[src/rtl/core/pclbc_pkg.sv]
// -----------------------------------------------------------------------------
// Pixel color to LED bit codes: shared package
// Field types, configuration register indexes and sizes used across the block.
// -----------------------------------------------------------------------------
package pclbc_pkg;

   localparam int HUE_W          = 9;
   localparam int BYTE_W         = 8;
   localparam int CODE_W         = 16;
   localparam int CHANNEL_W      = 2;
   localparam int BIT_INDEX_W    = 3;
   localparam int CSR_INDEX_W    = 2;
   localparam int CSR_DATA_W     = 16;
   localparam int BITS_PER_PIXEL = 24;
   localparam int POS_W          = 5;

   typedef logic [HUE_W-1:0]       hue_type;
   typedef logic [BYTE_W-1:0]      byte_type;
   typedef logic [CODE_W-1:0]      code_type;
   typedef logic [CHANNEL_W-1:0]   channel_type;
   typedef logic [BIT_INDEX_W-1:0] bit_index_type;
   typedef logic [CSR_INDEX_W-1:0] csr_index_type;
   typedef logic [CSR_DATA_W-1:0]  csr_data_type;

   typedef struct packed {
      byte_type red;
      byte_type green;
      byte_type blue;
   } color_type;

   typedef struct packed {
      code_type one_code;
      code_type zero_code;
   } code_cfg_type;

   // Configuration register indexes.
   localparam csr_index_type CSR_COLOR_MODE = 2'd0;
   localparam csr_index_type CSR_ONE_CODE   = 2'd1;
   localparam csr_index_type CSR_ZERO_CODE  = 2'd2;

   // Color mode codes.
   localparam logic MODE_RGB = 1'b0;
   localparam logic MODE_HSV = 1'b1;

endpackage

[src/rtl/core/pclbc_if.sv]
// -----------------------------------------------------------------------------
// Pixel color to LED bit codes: channel interfaces
// Valid/ready channels for pixel requests and for code word results.
// -----------------------------------------------------------------------------
interface pclbc_req_if ();
   import pclbc_pkg::*;

   logic     valid;
   logic     ready;
   hue_type  hue_or_red;
   byte_type sat_or_green;
   byte_type val_or_blue;

   modport source (output valid, output hue_or_red, output sat_or_green,
                   output val_or_blue, input ready);
   modport sink   (input valid, input hue_or_red, input sat_or_green,
                   input val_or_blue, output ready);
endinterface

interface pclbc_rsp_if ();
   import pclbc_pkg::*;

   logic          valid;
   logic          ready;
   code_type      code_word;
   channel_type   channel;
   bit_index_type bit_index;
   logic          last;

   modport source (output valid, output code_word, output channel,
                   output bit_index, output last, input ready);
   modport sink   (input valid, input code_word, input channel,
                   input bit_index, input last, output ready);
endinterface

[src/rtl/core/pclbc_color_pipe.sv]
// -----------------------------------------------------------------------------
// Pixel color to LED bit codes: color conversion pipeline
// Six-stage pipeline that turns clamped HSV or raw RGB input into RGB bytes.
// -----------------------------------------------------------------------------
module pclbc_color_pipe (
   input  logic                  clock,
   input  logic                  reset,
   pclbc_req_if.sink             req_chan,
   input  logic                  color_mode,
   output logic                  out_valid,
   input  logic                  out_ready,
   output pclbc_pkg::color_type  out_color
);
   import pclbc_pkg::*;

   localparam int STAGES = 6;

   localparam hue_type    HUE_MAX  = 9'd360;
   localparam logic [6:0] PCT_MAX  = 7'd100;
   localparam byte_type   PCT_CLIP = 8'd100;

   // Hue sectors of sixty degrees each.
   localparam logic [2:0] SECT_RED_YELLOW    = 3'd0;
   localparam logic [2:0] SECT_YELLOW_GREEN  = 3'd1;
   localparam logic [2:0] SECT_GREEN_CYAN    = 3'd2;
   localparam logic [2:0] SECT_CYAN_BLUE     = 3'd3;
   localparam logic [2:0] SECT_BLUE_MAGENTA  = 3'd4;
   localparam logic [2:0] SECT_MAGENTA_RED   = 3'd5;

   // c+m = 51*v/20, x+m = 17*n/40000, m = 51*w/2000, all truncated.
   localparam int SCALE_CM = 51;
   localparam int SCALE_MM = 51;
   localparam int SCALE_XM = 17;
   localparam int CM_DIV   = 20;
   localparam int MM_DIV   = 2000;
   localparam int XM_DIV   = 40000;
   localparam int CM_SHIFT = 13;
   localparam int MM_SHIFT = 19;
   localparam int XM_SHIFT = 24;
   localparam int CM_RECIP = (1 << CM_SHIFT) / CM_DIV;
   localparam int MM_RECIP = (1 << MM_SHIFT) / MM_DIV;
   localparam int XM_RECIP = (1 << XM_SHIFT) / XM_DIV;
   localparam int RECIP_W  = 9;

   localparam int T_W  = 13;
   localparam int W_W  = 14;
   localparam int X1_W = 13;
   localparam int N_W  = 20;
   localparam int X2_W = 19;
   localparam int X3_W = 24;
   localparam int P1_W = X1_W + RECIP_W;
   localparam int P2_W = X2_W + RECIP_W;
   localparam int P3_W = X3_W + RECIP_W;

   logic [STAGES-1:0] valid_ff;
   logic [STAGES-1:0] valid_in;
   logic [STAGES-1:0] adv;

   // Stage 1: clamp, sector and distance to the nearest hue of 60, 180 or 300.
   hue_type    hue_clamp;
   logic [6:0] hue_mod;
   logic       st1_mode_ff,   st1_mode_in;
   color_type  st1_raw_ff,    st1_raw_in;
   logic [2:0] st1_sector_ff, st1_sector_in;
   logic [5:0] st1_dist_ff,   st1_dist_in;
   logic [6:0] st1_sat_ff,    st1_sat_in;
   logic [6:0] st1_val_ff,    st1_val_in;

   // Stage 2: first products.
   logic [6:0]      sat_inv;
   logic            st2_mode_ff,   st2_mode_in;
   color_type       st2_raw_ff,    st2_raw_in;
   logic [2:0]      st2_sector_ff, st2_sector_in;
   logic [6:0]      st2_val_ff,    st2_val_in;
   logic [T_W-1:0]  st2_t_ff,      st2_t_in;
   logic [W_W-1:0]  st2_w_ff,      st2_w_in;
   logic [X1_W-1:0] st2_x1_ff,     st2_x1_in;

   // Stage 3: dividends.
   logic            st3_mode_ff,   st3_mode_in;
   color_type       st3_raw_ff,    st3_raw_in;
   logic [2:0]      st3_sector_ff, st3_sector_in;
   logic [N_W-1:0]  st3_n_ff,      st3_n_in;
   logic [X2_W-1:0] st3_x2_ff,     st3_x2_in;
   logic [X1_W-1:0] st3_x1_ff,     st3_x1_in;

   // Stage 4: reciprocal estimates for c+m and m.
   logic [P1_W-1:0] prod_cm;
   logic [P2_W-1:0] prod_mm;
   logic            st4_mode_ff,   st4_mode_in;
   color_type       st4_raw_ff,    st4_raw_in;
   logic [2:0]      st4_sector_ff, st4_sector_in;
   logic [X3_W-1:0] st4_x3_ff,     st4_x3_in;
   logic [X1_W-1:0] st4_x1_ff,     st4_x1_in;
   logic [X2_W-1:0] st4_x2_ff,     st4_x2_in;
   byte_type        st4_qcm_ff,    st4_qcm_in;
   byte_type        st4_qmm_ff,    st4_qmm_in;

   // Stage 5: corrections for c+m and m, estimate for x+m.
   logic [P3_W-1:0] prod_xm;
   logic [X1_W-1:0] rem_cm;
   logic [X2_W-1:0] rem_mm;
   logic            st5_mode_ff,   st5_mode_in;
   color_type       st5_raw_ff,    st5_raw_in;
   logic [2:0]      st5_sector_ff, st5_sector_in;
   logic [X3_W-1:0] st5_x3_ff,     st5_x3_in;
   byte_type        st5_qxm_ff,    st5_qxm_in;
   byte_type        st5_cm_ff,     st5_cm_in;
   byte_type        st5_mm_ff,     st5_mm_in;

   // Stage 6: correction for x+m and sector select.
   logic [X3_W-1:0] rem_xm;
   byte_type        xm;
   color_type       hsv_color;
   color_type       st6_color_ff,  st6_color_in;

   // Handshake: a stage takes new data when it is empty or moving on.
   always_comb begin
      adv[STAGES-1] = !valid_ff[STAGES-1] || out_ready;
      for (int i = STAGES - 2; i >= 0; i--) begin
         adv[i] = !valid_ff[i] || adv[i+1];
      end
      valid_in = {valid_ff[STAGES-2:0], req_chan.valid};
   end

   assign req_chan.ready = adv[0];
   assign out_valid      = valid_ff[STAGES-1];
   assign out_color      = st6_color_ff;

   always_ff @(posedge clock) begin
      if (reset) begin
         valid_ff <= '0;
      end else begin
         for (int i = 0; i < STAGES; i++) begin
            if (adv[i]) begin
               valid_ff[i] <= valid_in[i];
            end
         end
      end
   end

   // Stage 1 logic.
   always_comb begin
      hue_clamp = (req_chan.hue_or_red > HUE_MAX) ? HUE_MAX : req_chan.hue_or_red;
      st1_sat_in = (req_chan.sat_or_green > PCT_CLIP) ? PCT_MAX
                                                      : req_chan.sat_or_green[6:0];
      st1_val_in = (req_chan.val_or_blue > PCT_CLIP) ? PCT_MAX
                                                     : req_chan.val_or_blue[6:0];
      priority if (hue_clamp >= 9'd240) begin
         hue_mod = 7'(hue_clamp - 9'd240);
      end else if (hue_clamp >= 9'd120) begin
         hue_mod = 7'(hue_clamp - 9'd120);
      end else begin
         hue_mod = hue_clamp[6:0];
      end
      st1_dist_in = (hue_mod >= 7'd60) ? 6'(hue_mod - 7'd60) : 6'(7'd60 - hue_mod);
      priority if (hue_clamp >= 9'd300) begin
         st1_sector_in = SECT_MAGENTA_RED;
      end else if (hue_clamp >= 9'd240) begin
         st1_sector_in = SECT_BLUE_MAGENTA;
      end else if (hue_clamp >= 9'd180) begin
         st1_sector_in = SECT_CYAN_BLUE;
      end else if (hue_clamp >= 9'd120) begin
         st1_sector_in = SECT_GREEN_CYAN;
      end else if (hue_clamp >= 9'd60) begin
         st1_sector_in = SECT_YELLOW_GREEN;
      end else begin
         st1_sector_in = SECT_RED_YELLOW;
      end
      st1_mode_in      = color_mode;
      st1_raw_in.red   = req_chan.hue_or_red[BYTE_W-1:0];
      st1_raw_in.green = req_chan.sat_or_green;
      st1_raw_in.blue  = req_chan.val_or_blue;
   end

   // Stage 2 logic.
   always_comb begin
      sat_inv       = PCT_MAX - st1_sat_ff;
      st2_t_in      = T_W'(st1_sat_ff) * T_W'(6'd60 - st1_dist_ff)
                    + T_W'(sat_inv) * T_W'(60);
      st2_w_in      = W_W'(st1_val_ff) * W_W'(sat_inv);
      st2_x1_in     = X1_W'(st1_val_ff) * X1_W'(SCALE_CM);
      st2_mode_in   = st1_mode_ff;
      st2_raw_in    = st1_raw_ff;
      st2_sector_in = st1_sector_ff;
      st2_val_in    = st1_val_ff;
   end

   // Stage 3 logic.
   always_comb begin
      st3_n_in      = N_W'(st2_val_ff) * N_W'(st2_t_ff);
      st3_x2_in     = X2_W'(st2_w_ff) * X2_W'(SCALE_MM);
      st3_x1_in     = st2_x1_ff;
      st3_mode_in   = st2_mode_ff;
      st3_raw_in    = st2_raw_ff;
      st3_sector_in = st2_sector_ff;
   end

   // Stage 4 logic. Each estimate is the true quotient or one below it.
   always_comb begin
      prod_cm       = P1_W'(st3_x1_ff) * P1_W'(CM_RECIP);
      prod_mm       = P2_W'(st3_x2_ff) * P2_W'(MM_RECIP);
      st4_qcm_in    = prod_cm[CM_SHIFT +: BYTE_W];
      st4_qmm_in    = prod_mm[MM_SHIFT +: BYTE_W];
      st4_x3_in     = X3_W'(st3_n_ff) * X3_W'(SCALE_XM);
      st4_x1_in     = st3_x1_ff;
      st4_x2_in     = st3_x2_ff;
      st4_mode_in   = st3_mode_ff;
      st4_raw_in    = st3_raw_ff;
      st4_sector_in = st3_sector_ff;
   end

   // Stage 5 logic.
   always_comb begin
      rem_cm        = st4_x1_ff - X1_W'(st4_qcm_ff) * X1_W'(CM_DIV);
      rem_mm        = st4_x2_ff - X2_W'(st4_qmm_ff) * X2_W'(MM_DIV);
      st5_cm_in     = (rem_cm >= X1_W'(CM_DIV)) ? st4_qcm_ff + 8'd1 : st4_qcm_ff;
      st5_mm_in     = (rem_mm >= X2_W'(MM_DIV)) ? st4_qmm_ff + 8'd1 : st4_qmm_ff;
      prod_xm       = P3_W'(st4_x3_ff) * P3_W'(XM_RECIP);
      st5_qxm_in    = prod_xm[XM_SHIFT +: BYTE_W];
      st5_x3_in     = st4_x3_ff;
      st5_mode_in   = st4_mode_ff;
      st5_raw_in    = st4_raw_ff;
      st5_sector_in = st4_sector_ff;
   end

   // Stage 6 logic.
   always_comb begin
      rem_xm = st5_x3_ff - X3_W'(st5_qxm_ff) * X3_W'(XM_DIV);
      xm     = (rem_xm >= X3_W'(XM_DIV)) ? st5_qxm_ff + 8'd1 : st5_qxm_ff;
      unique case (st5_sector_ff)
         SECT_RED_YELLOW: begin
            hsv_color = '{red: st5_cm_ff, green: xm, blue: st5_mm_ff};
         end
         SECT_YELLOW_GREEN: begin
            hsv_color = '{red: xm, green: st5_cm_ff, blue: st5_mm_ff};
         end
         SECT_GREEN_CYAN: begin
            hsv_color = '{red: st5_mm_ff, green: st5_cm_ff, blue: xm};
         end
         SECT_CYAN_BLUE: begin
            hsv_color = '{red: st5_mm_ff, green: xm, blue: st5_cm_ff};
         end
         SECT_BLUE_MAGENTA: begin
            hsv_color = '{red: xm, green: st5_mm_ff, blue: st5_cm_ff};
         end
         default: begin
            hsv_color = '{red: st5_cm_ff, green: st5_mm_ff, blue: xm};
         end
      endcase
      st6_color_in = (st5_mode_ff == MODE_HSV) ? hsv_color : st5_raw_ff;
   end

   always_ff @(posedge clock) begin
      if (adv[0]) begin
         st1_mode_ff   <= st1_mode_in;
         st1_raw_ff    <= st1_raw_in;
         st1_sector_ff <= st1_sector_in;
         st1_dist_ff   <= st1_dist_in;
         st1_sat_ff    <= st1_sat_in;
         st1_val_ff    <= st1_val_in;
      end
      if (adv[1]) begin
         st2_mode_ff   <= st2_mode_in;
         st2_raw_ff    <= st2_raw_in;
         st2_sector_ff <= st2_sector_in;
         st2_val_ff    <= st2_val_in;
         st2_t_ff      <= st2_t_in;
         st2_w_ff      <= st2_w_in;
         st2_x1_ff     <= st2_x1_in;
      end
      if (adv[2]) begin
         st3_mode_ff   <= st3_mode_in;
         st3_raw_ff    <= st3_raw_in;
         st3_sector_ff <= st3_sector_in;
         st3_n_ff      <= st3_n_in;
         st3_x2_ff     <= st3_x2_in;
         st3_x1_ff     <= st3_x1_in;
      end
      if (adv[3]) begin
         st4_mode_ff   <= st4_mode_in;
         st4_raw_ff    <= st4_raw_in;
         st4_sector_ff <= st4_sector_in;
         st4_x3_ff     <= st4_x3_in;
         st4_x1_ff     <= st4_x1_in;
         st4_x2_ff     <= st4_x2_in;
         st4_qcm_ff    <= st4_qcm_in;
         st4_qmm_ff    <= st4_qmm_in;
      end
      if (adv[4]) begin
         st5_mode_ff   <= st5_mode_in;
         st5_raw_ff    <= st5_raw_in;
         st5_sector_ff <= st5_sector_in;
         st5_x3_ff     <= st5_x3_in;
         st5_qxm_ff    <= st5_qxm_in;
         st5_cm_ff     <= st5_cm_in;
         st5_mm_ff     <= st5_mm_in;
      end
      if (adv[5]) begin
         st6_color_ff  <= st6_color_in;
      end
   end

`ifndef SYNTHESIS
   // The reciprocal estimate for c+m is never above the quotient nor two below it.
   a_cm_estimate: assert property (@(posedge clock) disable iff (reset)
      valid_ff[3] |-> (32'(st4_qcm_ff) * CM_DIV <= 32'(st4_x1_ff)) &&
                      (32'(st4_x1_ff) - 32'(st4_qcm_ff) * CM_DIV < 2 * CM_DIV))
      else $error("c+m reciprocal estimate out of bounds");

   // Same bound for the m estimate.
   a_mm_estimate: assert property (@(posedge clock) disable iff (reset)
      valid_ff[3] |-> (32'(st4_qmm_ff) * MM_DIV <= 32'(st4_x2_ff)) &&
                      (32'(st4_x2_ff) - 32'(st4_qmm_ff) * MM_DIV < 2 * MM_DIV))
      else $error("m reciprocal estimate out of bounds");

   // Same bound for the x+m estimate.
   a_xm_estimate: assert property (@(posedge clock) disable iff (reset)
      valid_ff[4] |-> (40'(st5_qxm_ff) * XM_DIV <= 40'(st5_x3_ff)) &&
                      (40'(st5_x3_ff) - 40'(st5_qxm_ff) * XM_DIV < 2 * XM_DIV))
      else $error("x+m reciprocal estimate out of bounds");
`endif

endmodule

[src/rtl/core/pclbc_serializer.sv]
// -----------------------------------------------------------------------------
// Pixel color to LED bit codes: bit serializer
// Holds one RGB pixel and sends one code word per bit, red first, MSB first.
// -----------------------------------------------------------------------------
module pclbc_serializer (
   input  logic                     clock,
   input  logic                     reset,
   input  logic                     in_valid,
   output logic                     in_ready,
   input  pclbc_pkg::color_type     in_color,
   input  pclbc_pkg::code_cfg_type  codes,
   pclbc_rsp_if.source              rsp_chan
);
   import pclbc_pkg::*;

   localparam channel_type CHANNEL_BLUE = 2'd2;
   localparam logic [POS_W-1:0] POS_LAST = POS_W'(BITS_PER_PIXEL - 1);

   logic                      busy_ff,  busy_in;
   logic [POS_W-1:0]          pos_ff,   pos_in;
   logic [BITS_PER_PIXEL-1:0] shift_ff, shift_in;
   logic                      rsp_fire;
   logic                      word_last;

   assign rsp_fire  = rsp_chan.valid && rsp_chan.ready;
   assign word_last = (pos_ff == POS_LAST);
   assign in_ready  = !busy_ff || (rsp_fire && word_last);

   always_comb begin
      busy_in  = busy_ff;
      pos_in   = pos_ff;
      shift_in = shift_ff;
      priority if (in_valid && in_ready) begin
         busy_in  = 1'b1;
         pos_in   = '0;
         shift_in = in_color;
      end else if (rsp_fire) begin
         if (word_last) begin
            busy_in = 1'b0;
         end else begin
            pos_in   = pos_ff + 5'd1;
            shift_in = {shift_ff[BITS_PER_PIXEL-2:0], 1'b0};
         end
      end
   end

   always_ff @(posedge clock) begin
      if (reset) begin
         busy_ff <= 1'b0;
         pos_ff  <= '0;
      end else begin
         busy_ff <= busy_in;
         pos_ff  <= pos_in;
      end
      shift_ff <= shift_in;
   end

   assign rsp_chan.valid     = busy_ff;
   assign rsp_chan.code_word = shift_ff[BITS_PER_PIXEL-1] ? codes.one_code
                                                          : codes.zero_code;
   assign rsp_chan.channel   = pos_ff[POS_W-1:BIT_INDEX_W];
   assign rsp_chan.bit_index = ~pos_ff[BIT_INDEX_W-1:0];
   assign rsp_chan.last      = word_last;

`ifndef SYNTHESIS
   // The final word of a pixel is always bit zero of blue.
   a_last_is_blue_lsb: assert property (@(posedge clock) disable iff (reset)
      rsp_chan.valid && rsp_chan.last |->
         (rsp_chan.channel == CHANNEL_BLUE) && (rsp_chan.bit_index == '0))
      else $error("last word is not blue bit zero");

   // A taken word that is not the last moves on to the next bit.
   a_bit_advance: assert property (@(posedge clock) disable iff (reset)
      rsp_fire && !word_last |=> busy_ff && (pos_ff == $past(pos_ff) + 5'd1))
      else $error("bit position did not advance");

   // A pixel that starts from idle starts at its first bit.
   a_start_at_msb: assert property (@(posedge clock) disable iff (reset)
      $rose(busy_ff) |-> (pos_ff == '0))
      else $error("pixel started mid-word");
`endif

endmodule

[src/rtl/core/pixel_color_to_led_bit_codes.sv]
// -----------------------------------------------------------------------------
// Pixel color to LED bit codes
// Each request carries one pixel color, either RGB bytes or HSV (hue in
// degrees, saturation and value in percent) as selected by the color mode
// register. HSV input is clamped (hue to 360, saturation and value to 100) and
// converted to RGB with the six-sector formula, every channel truncated toward
// zero. Each pixel then leaves as 24 code words, red, green, blue, each most
// significant bit first, with one_code for a one bit and zero_code for a zero
// bit. The output sends one code word per cycle while the result side is
// ready, and the serializer takes the next pixel only once the last word of
// the current one is taken. The conversion is a six-stage pipeline ahead of
// the serializer: a pixel passes through the stage registers and then the
// serializer's shift register, and the pipeline takes up to six further
// requests while an earlier pixel is still being sent.
// Configuration should only be written while no request is in flight.
// -----------------------------------------------------------------------------
module pixel_color_to_led_bit_codes (
   input  logic                     clock,
   input  logic                     reset,
   pclbc_req_if.sink                req_chan,
   pclbc_rsp_if.source              rsp_chan,
   input  logic                     csr_write_enable,
   input  pclbc_pkg::csr_index_type csr_index,
   input  pclbc_pkg::csr_data_type  csr_write_data
);
   import pclbc_pkg::*;

   // Configuration registers. All three reset to zero, so both code words
   // read as zero until software writes them.
   logic     color_mode_ff, color_mode_in;
   code_type one_code_ff,   one_code_in;
   code_type zero_code_ff,  zero_code_in;

   // Link between the conversion pipeline and the serializer.
   logic         pipe_valid;
   logic         pipe_ready;
   color_type    pipe_color;
   code_cfg_type codes;

   // Register writes. A write to an index past the last register is dropped.
   always_comb begin
      color_mode_in = color_mode_ff;
      one_code_in   = one_code_ff;
      zero_code_in  = zero_code_ff;
      if (csr_write_enable) begin
         unique case (csr_index)
            CSR_COLOR_MODE: begin
               color_mode_in = csr_write_data[0];
            end
            CSR_ONE_CODE: begin
               one_code_in = csr_write_data;
            end
            CSR_ZERO_CODE: begin
               zero_code_in = csr_write_data;
            end
            default: begin
            end
         endcase
      end
   end

   always_ff @(posedge clock) begin
      if (reset) begin
         color_mode_ff <= MODE_RGB;
         one_code_ff   <= '0;
         zero_code_ff  <= '0;
      end else begin
         color_mode_ff <= color_mode_in;
         one_code_ff   <= one_code_in;
         zero_code_ff  <= zero_code_in;
      end
   end

   assign codes.one_code  = one_code_ff;
   assign codes.zero_code = zero_code_ff;

   // The mode is sampled when a request enters the pipeline and travels with
   // it; in RGB mode the raw bytes ride along and bypass the arithmetic.
   pclbc_color_pipe u_color_pipe (
      .clock      (clock),
      .reset      (reset),
      .req_chan   (req_chan),
      .color_mode (color_mode_ff),
      .out_valid  (pipe_valid),
      .out_ready  (pipe_ready),
      .out_color  (pipe_color)
   );

   // The serializer takes the next pixel in the same cycle that the last word
   // of the current one is taken, so words of consecutive pixels leave back
   // to back without a gap.
   pclbc_serializer u_serializer (
      .clock    (clock),
      .reset    (reset),
      .in_valid (pipe_valid),
      .in_ready (pipe_ready),
      .in_color (pipe_color),
      .codes    (codes),
      .rsp_chan (rsp_chan)
   );

endmodule

[src/flat_wrapper.sv]
// flat-port wrapper written by rule: the top's interface ports become plain ports
module pixel_color_to_led_bit_codes_flat import pclbc_pkg::*;
  (clock, reset, csr_write_enable, csr_index, csr_write_data, req_chan_valid, req_chan_hue_or_red, req_chan_sat_or_green, req_chan_val_or_blue, req_chan_ready, rsp_chan_valid, rsp_chan_code_word, rsp_chan_channel, rsp_chan_bit_index, rsp_chan_last, rsp_chan_ready);
  pclbc_req_if req_chan_i ();
  pclbc_rsp_if rsp_chan_i ();
  input  logic clock;
  input  logic reset;
  input  logic csr_write_enable;
  input  pclbc_pkg::csr_index_type csr_index;
  input  pclbc_pkg::csr_data_type csr_write_data;
  input wire logic [$bits(req_chan_i.valid)-1:0] req_chan_valid;
  input wire logic [$bits(req_chan_i.hue_or_red)-1:0] req_chan_hue_or_red;
  input wire logic [$bits(req_chan_i.sat_or_green)-1:0] req_chan_sat_or_green;
  input wire logic [$bits(req_chan_i.val_or_blue)-1:0] req_chan_val_or_blue;
  output wire logic [$bits(req_chan_i.ready)-1:0] req_chan_ready;
  output wire logic [$bits(rsp_chan_i.valid)-1:0] rsp_chan_valid;
  output wire logic [$bits(rsp_chan_i.code_word)-1:0] rsp_chan_code_word;
  output wire logic [$bits(rsp_chan_i.channel)-1:0] rsp_chan_channel;
  output wire logic [$bits(rsp_chan_i.bit_index)-1:0] rsp_chan_bit_index;
  output wire logic [$bits(rsp_chan_i.last)-1:0] rsp_chan_last;
  input wire logic [$bits(rsp_chan_i.ready)-1:0] rsp_chan_ready;
  assign req_chan_i.valid = req_chan_valid;
  assign req_chan_i.hue_or_red = req_chan_hue_or_red;
  assign req_chan_i.sat_or_green = req_chan_sat_or_green;
  assign req_chan_i.val_or_blue = req_chan_val_or_blue;
  assign req_chan_ready = req_chan_i.ready;
  assign rsp_chan_valid = rsp_chan_i.valid;
  assign rsp_chan_code_word = rsp_chan_i.code_word;
  assign rsp_chan_channel = rsp_chan_i.channel;
  assign rsp_chan_bit_index = rsp_chan_i.bit_index;
  assign rsp_chan_last = rsp_chan_i.last;
  assign rsp_chan_i.ready = rsp_chan_ready;
  pixel_color_to_led_bit_codes u_core (.clock(clock), .reset(reset), .req_chan(req_chan_i), .rsp_chan(rsp_chan_i), .csr_write_enable(csr_write_enable), .csr_index(csr_index), .csr_write_data(csr_write_data));
endmodule
[config.mk]
export PLATFORM = sky130hd
export DESIGN_NAME = pixel_color_to_led_bit_codes_flat
export DESIGN_NICKNAME = d
export VERILOG_FILES = /design/src/rtl/core/pclbc_pkg.sv /design/src/rtl/core/pclbc_if.sv /design/src/rtl/core/pclbc_color_pipe.sv /design/src/rtl/core/pclbc_serializer.sv /design/src/rtl/core/pixel_color_to_led_bit_codes.sv /design/src/flat_wrapper.sv
export SDC_FILE = /design/constraint.sdc
export NUM_CORES = 2
export LEC_CHECK = 0
export BUFFER_PORTS_ARGS = -buffer_cell sky130_fd_sc_hd__buf_2
export CAP_MARGIN = 20
export CORE_MARGIN = 3
export CORE_UTILIZATION = 25
export CTS_CLUSTER_SIZE = 12
export DETAILED_ROUTE_END_ITERATION = 10
export HOLD_SLACK_MARGIN = 0.05
export PLACE_DENSITY = 0.37
export SETUP_SLACK_MARGIN = 0.5
export SLEW_MARGIN = 20
export SYNTH_ARGS = -nofsm -noshare
export SYNTH_HDL_FRONTEND = slang
export SYNTH_HIERARCHICAL = 1
export SYNTH_SLANG_ARGS = --single-unit
[constraint.sdc]
create_clock -name clock -period 9.7 [get_ports clock]
set_input_delay 1.455 -clock clock [delete_from_list [all_inputs] [get_ports clock]]
set_output_delay 1.455 -clock clock [all_outputs]
set_load 0.02 [all_outputs]
==> results.md <==
Critical path:
- The arrival time of the worst setup path is 7.70 ns.
- In this run the critical register-to-register path is captured at u_core/u_color_pipe/st2_t_ff[12].
- The worst register-to-register path has a depth of 25.
- Data on the critical path is required at its endpoint by 10.08 ns.
- The worst reg-to-reg setup slack is about 2.4 ns.
- The startpoint of the worst-slack reg-to-reg timing path is u_core/u_color_pipe/st1_sat_ff[0].
- The type of the setup path with the least slack is reg -> reg.
- STA classifies the critical path startpoint as a register.
- The cell type group with the largest total delay on the critical path is adder cells.
- The type of element capturing the critical path is a register.
- The number of buffers and inverters on the critical path is 6.
- The highest fanout seen on the critical path is 17.
- For this run, the slowest stage of the critical path takes a little over 0.7 ns.
- The slowest stage of the critical path is the sky130_fd_sc_hd__edfxtp_1 cell.

Synthesis:
- The async set-reset flop share out of synthesis is 0%.
- The distinct cell type count of the synthesized netlist is 80.
- The synthesized instance count is 3402.
- When the netlist entered floorplanning its net count stood at 4284.
- The number of synthesized flops with an enable pin is a little over 400.
- After synthesis the cells add up to approximately 38000 sq um.
- The most instantiated flip-flop cell in the synthesis netlist is sky130_fd_sc_hd__edfxtp_1.
- Averaged over all synthesized cells, the footprint is ~11 sq um.
- The total of warnings raised by yosys is 6.
- After synthesis the netlist holds a flip-flop and latch count of 459.
- Of the synthesized area, sequential elements account for a little over a third.

Floorplanning:
- After floorplanning, the core was divided into between 100 and 150 placement rows.
- The full die area is roughly 160000 sq um.
- The initial utilization of the core area, before any placement, comes to 25.2%.
- The core region is 150000 sq um.
- The floorplan die height is a little under 400 microns.
- The floorplan step set the die width to just under 400 microns.
- In this run the count of I/O pins placed on the die edge is 72.

GRT:
- Global routing used 11.4% of the available tracks across all layers.
- The initial antenna violation count came to 1.
- The via count of the first global-routing pass came to 24800.
- Summed over all layers, the global routing overflow is 0.
- The global-route wire length before repair is ~140 mm.
- Entering global routing, the biggest net connects slightly above 70 pins.

STA:
- Setup repair after global routing left no endpoint under its margin.
- Timing would allow up to approximately 140 MHz.
- The transition time of the tightest slew-check pin is ~1 ns.
- The final total negative setup slack is 0 ns.
- Setup violations remaining at the end of the flow were counted as 0.
- The total count of max-transition violations in the final report was 0.
- The worst-case headroom to the max-slew limit is between 30% and 40%.
- The total count of hold-check failures in the final report came to 0.
- For the final database, setup skew stands at 0.0372 ns.
- The final critical-path required period is 7.32 ns.
- The post-route fraction of the period consumed by the critical path is between 70% and 80%.

Cells and area:
- After filler insertion, the fill cell instance count of the layout stands at 15700.
- Compared with the post-synthesis result, the final layout area differs by 12.1%.
- The number of nets in the finished design is approximately 4400.
- The layout cell share with drive strength beyond 1 is approximately 7.0%.

Drt:
- The routed wire length is 88.5 mm.
- In the routed layout, each cell is associated on average with a via count of approximately 4.2.
- For this run, design rule violations remaining after detail routing come to 0.
- The total number of vias is between 20000 and 25000.
- The pre-antenna-repair detailed-routing pass consisted of 5 iterations.
- The count of nets left with antenna violations once routing finished came out at 0.
- In this run, the number of DRC markers left after iteration 0 of detailed routing was between 1000 and 1500.
- After detailed routing, the average wire length per cell comes to between 15 and 20 microns.

Place:
- The number of buffers inserted by port buffering is slightly above 70.
- Detailed placement finished with a half-perimeter wire length of 71.1 mm.
- At the end of routability-driven placement, the weighted congestion stood at between 0.7 and 0.8.

Clock tree:
- The maximum clock insertion buffer count is 3.
- The clock tree from TritonCTS is built.
- The count of H-tree levels built during CTS is 2.
- Once the clock tree was built, the setup fixing pass inserted 0 buffers.
- For the worst-skew pair, the clock arrives at the later sink with an insertion delay of around 0.65 ns.
- The number of hold buffers added after CTS was 0.
- The total clock sinks is between 400 and 500.
- The number of gates resized after cts is 0.
- The clock transition at the register clock pins on the worst setup and hold paths after CTS is 0.06 ns.
- The number of clock buffers added by TritonCTS is 56.
- The root buffer cell is sky130_fd_sc_hd__clkbuf_16.

Status:
- The run finished with clean final reports.

Worst hold path:
- The path class of the lowest-slack min-delay path is reg -> reg.
- The startpoint identified for the worst hold timing path is u_core/u_color_pipe/st2_raw_ff[5].
- The worst hold path terminates at u_core/u_color_pipe/st3_raw_ff[5].
- The number of instances on the worst hold path is 0.

Run:
- The tool flagged a number of max-cap violations equal to 0.
-- routing by layer --
metal  up-vias  wire length (microns)  global-route usage, %
met5         -                      0                      0
met4         0                   1400                   2.36
met3        81                   2000                   1.21
met2       180                  40900                   18.7
met1     11400                  44300                   16.3
li1      11800                      -                      -
-- cells by family after synthesis --
| group | Yosys count | share of synthesized area, % |
|---|---|---|
| AO/OA/AOI/OAI | 461 | 8.01 |
| XOR/XNOR | 195 | 4.52 |
| adder cells (fa/ha/maj) | 834 | 33.2 |
| flip-flops | 459 | 35.3 |
| multiplexers | 96 | 2.89 |
| AND/OR/NAND/NOR | 684 | 9.21 |
| buffers and inverters | 673 | 6.87 |
-- placed cells by master, fill, tap and decap left out, types with 27 or more instances in the layout --
cell type	count
sky130_fd_sc_hd__nor2_1	121
sky130_fd_sc_hd__edfxtp_1	414
sky130_fd_sc_hd__a21o_1	47
sky130_fd_sc_hd__nor2b_1	27
sky130_fd_sc_hd__buf_2	71
sky130_fd_sc_hd__clkbuf_16	56
sky130_fd_sc_hd__o21ai_0	80
sky130_fd_sc_hd__nand3_1	41
sky130_fd_sc_hd__o21bai_1	30
sky130_fd_sc_hd__xor2_1	63
sky130_fd_sc_hd__mux2i_1	52
sky130_fd_sc_hd__a21oi_1	129
sky130_fd_sc_hd__fa_1	282
sky130_fd_sc_hd__and2_1	95
sky130_fd_sc_hd__ha_1	552
sky130_fd_sc_hd__inv_1	620
sky130_fd_sc_hd__dfxtp_1	45
sky130_fd_sc_hd__nand2_1	186
sky130_fd_sc_hd__nor3_1	43
sky130_fd_sc_hd__xnor2_1	132
sky130_fd_sc_hd__nand2b_1	69
-- sequential cells by signal, summed over array words and instances (netlist names), 8 cells and up --
| name | count |
|---|---|
| u_core/u_color_pipe/st2_x1_ff | 12 |
| u_core/u_color_pipe/out_color | 24 |
| u_core/u_color_pipe/st3_n_ff | 20 |
| u_core/u_color_pipe/st5_qxm_ff | 8 |
| u_core/u_serializer/shift_ff | 24 |
| u_core/u_color_pipe/st3_x1_ff | 13 |
| u_core/zero_code_ff | 16 |
| u_core/u_color_pipe/st4_x3_ff | 24 |
| u_core/u_color_pipe/st3_x2_ff | 19 |
| u_core/u_color_pipe/st5_x3_ff | 18 |
| u_core/u_color_pipe/st4_qcm_ff | 8 |
| u_core/one_code_ff | 16 |
| u_core/u_color_pipe/st4_raw_ff | 24 |
| u_core/u_color_pipe/st4_x2_ff | 15 |
| u_core/u_color_pipe/st5_mm_ff | 8 |
| u_core/u_color_pipe/st2_t_ff | 13 |
| u_core/u_color_pipe/st1_raw_ff | 24 |
| u_core/u_color_pipe/st4_qmm_ff | 8 |
| u_core/u_color_pipe/st2_w_ff | 14 |
| u_core/u_color_pipe/st3_raw_ff | 24 |
| u_core/u_color_pipe/st4_x1_ff | 11 |
| u_core/u_color_pipe/st2_raw_ff | 24 |
| u_core/u_color_pipe/st5_raw_ff | 24 |
| u_core/u_color_pipe/st5_cm_ff | 8 |
-- Yosys cell counts, drive strengths merged, types with 7 or more instances --
| master | instances | share of area [%] |
|---|---|---|
| a211oi | 20 | 0.40 |
| a21o | 47 | 0.93 |
| a21oi | 130 | 1.7 |
| a221o | 9 | 0.24 |
| a311oi | 8 | 0.19 |
| a31oi | 18 | 0.30 |
| and2 | 96 | 1.6 |
| and3 | 18 | 0.30 |
| buf | 14 | 0.32 |
| clkbuf | 37 | 0.37 |
| dfxtp | 45 | 2.4 |
| edfxtp | 414 | 33 |
| fa | 282 | 15 |
| ha | 552 | 18 |
| inv | 622 | 6.2 |
| mux2 | 44 | 1.5 |
| mux2i | 52 | 1.4 |
| nand2 | 189 | 1.9 |
| nand2b | 69 | 1.1 |
| nand3 | 42 | 0.56 |
| nand4 | 13 | 0.22 |
| nor2 | 121 | 1.2 |
| nor2b | 27 | 0.45 |
| nor3 | 43 | 0.57 |
| o2111ai | 7 | 0.16 |
| o211ai | 10 | 0.20 |
| o21a | 20 | 0.40 |
| o21ai | 83 | 1.1 |
| o21bai | 30 | 0.60 |
| o22ai | 14 | 0.23 |
| or2 | 14 | 0.23 |
| or3 | 16 | 0.26 |
| xnor2 | 132 | 3.1 |
| xor2 | 63 | 1.5 |
-- area by class of cell --
cell class | count | area [sq um] | share of cell area (%)
antenna | 2 | 5.00 | 0.0118
clock buffer | 72 | 1460 | 3.45
clock inverter | 33 | 327 | 0.771
inverter | 622 | 2340 | 5.52
multi-input combinational | 2270 | 21900 | 51.7
sequential | 459 | 13300 | 31.5
tap | 2016 | 2520 | 5.95
timing repair buffer | 89 | 490 | 1.16
-- stage by stage --
step | utilization, % | hold WS (ns) | cells | setup slack [ns] | area, sq um
floorplan | - | 0.400 | 3402 | 3.08 | 37800
global placement | 27.1 | 0.401 | 5456 | 2.36 | 40600
detailed placement | 27.1 | 0.405 | 5456 | 2.31 | 40600
CTS | 28.3 | 0.396 | 5561 | 2.28 | 42400
global route | 28.3 | 0.408 | 5561 | 1.66 | 42400
finish | 28.3 | 0.407 | 5563 | 2.38 | 42400
-- worst register-to-register path, stage by stage (launching register included) --
cell	delay, ns
sky130_fd_sc_hd__edfxtp_1	0.72
sky130_fd_sc_hd__o21ai_0	0.24
sky130_fd_sc_hd__xnor2_1	0.71
sky130_fd_sc_hd__inv_1	0.28
sky130_fd_sc_hd__fa_1	0.59
sky130_fd_sc_hd__inv_1	0.05
sky130_fd_sc_hd__fa_1	0.45
sky130_fd_sc_hd__ha_1	0.34
sky130_fd_sc_hd__xor2_1	0.17
sky130_fd_sc_hd__fa_1	0.49
sky130_fd_sc_hd__inv_1	0.05
sky130_fd_sc_hd__fa_1	0.47
sky130_fd_sc_hd__fa_1	0.49
sky130_fd_sc_hd__inv_1	0.05
sky130_fd_sc_hd__fa_1	0.52
sky130_fd_sc_hd__inv_1	0.04
sky130_fd_sc_hd__ha_1	0.31
sky130_fd_sc_hd__inv_1	0.08
sky130_fd_sc_hd__o21bai_1	0.07
sky130_fd_sc_hd__a21oi_1	0.22
sky130_fd_sc_hd__nor2b_1	0.07
sky130_fd_sc_hd__o21a_1	0.18
sky130_fd_sc_hd__o21ai_0	0.15
sky130_fd_sc_hd__nand2b_1	0.08
sky130_fd_sc_hd__a21oi_1	0.17
sky130_fd_sc_hd__xnor2_1	0.09
-- worst max-delay path by stage --
stage / startpoint / endpoint / slack [ns] / depth (start not counted)
floorplan: u_core/u_color_pipe/st1_sat_ff[2] / u_core/u_color_pipe/st2_t_ff[12] / 3.08 / 26
global placement: u_core/u_color_pipe/st1_sat_ff[0] / u_core/u_color_pipe/st2_t_ff[12] / 2.36 / 25
detailed placement: u_core/u_color_pipe/st1_sat_ff[0] / u_core/u_color_pipe/st2_t_ff[12] / 2.31 / 25
CTS: u_core/u_color_pipe/st1_sat_ff[0] / u_core/u_color_pipe/st2_t_ff[12] / 2.28 / 25
global route: u_core/u_color_pipe/st1_sat_ff[0] / u_core/u_color_pipe/st2_t_ff[12] / 1.66 / 25
finish: u_core/u_color_pipe/st1_sat_ff[0] / u_core/u_color_pipe/st2_t_ff[12] / 2.38 / 25
Power is left out: the tool's default activity adds up to more than one toggle a clock period on the data nets, which glitch-free logic cannot reach.
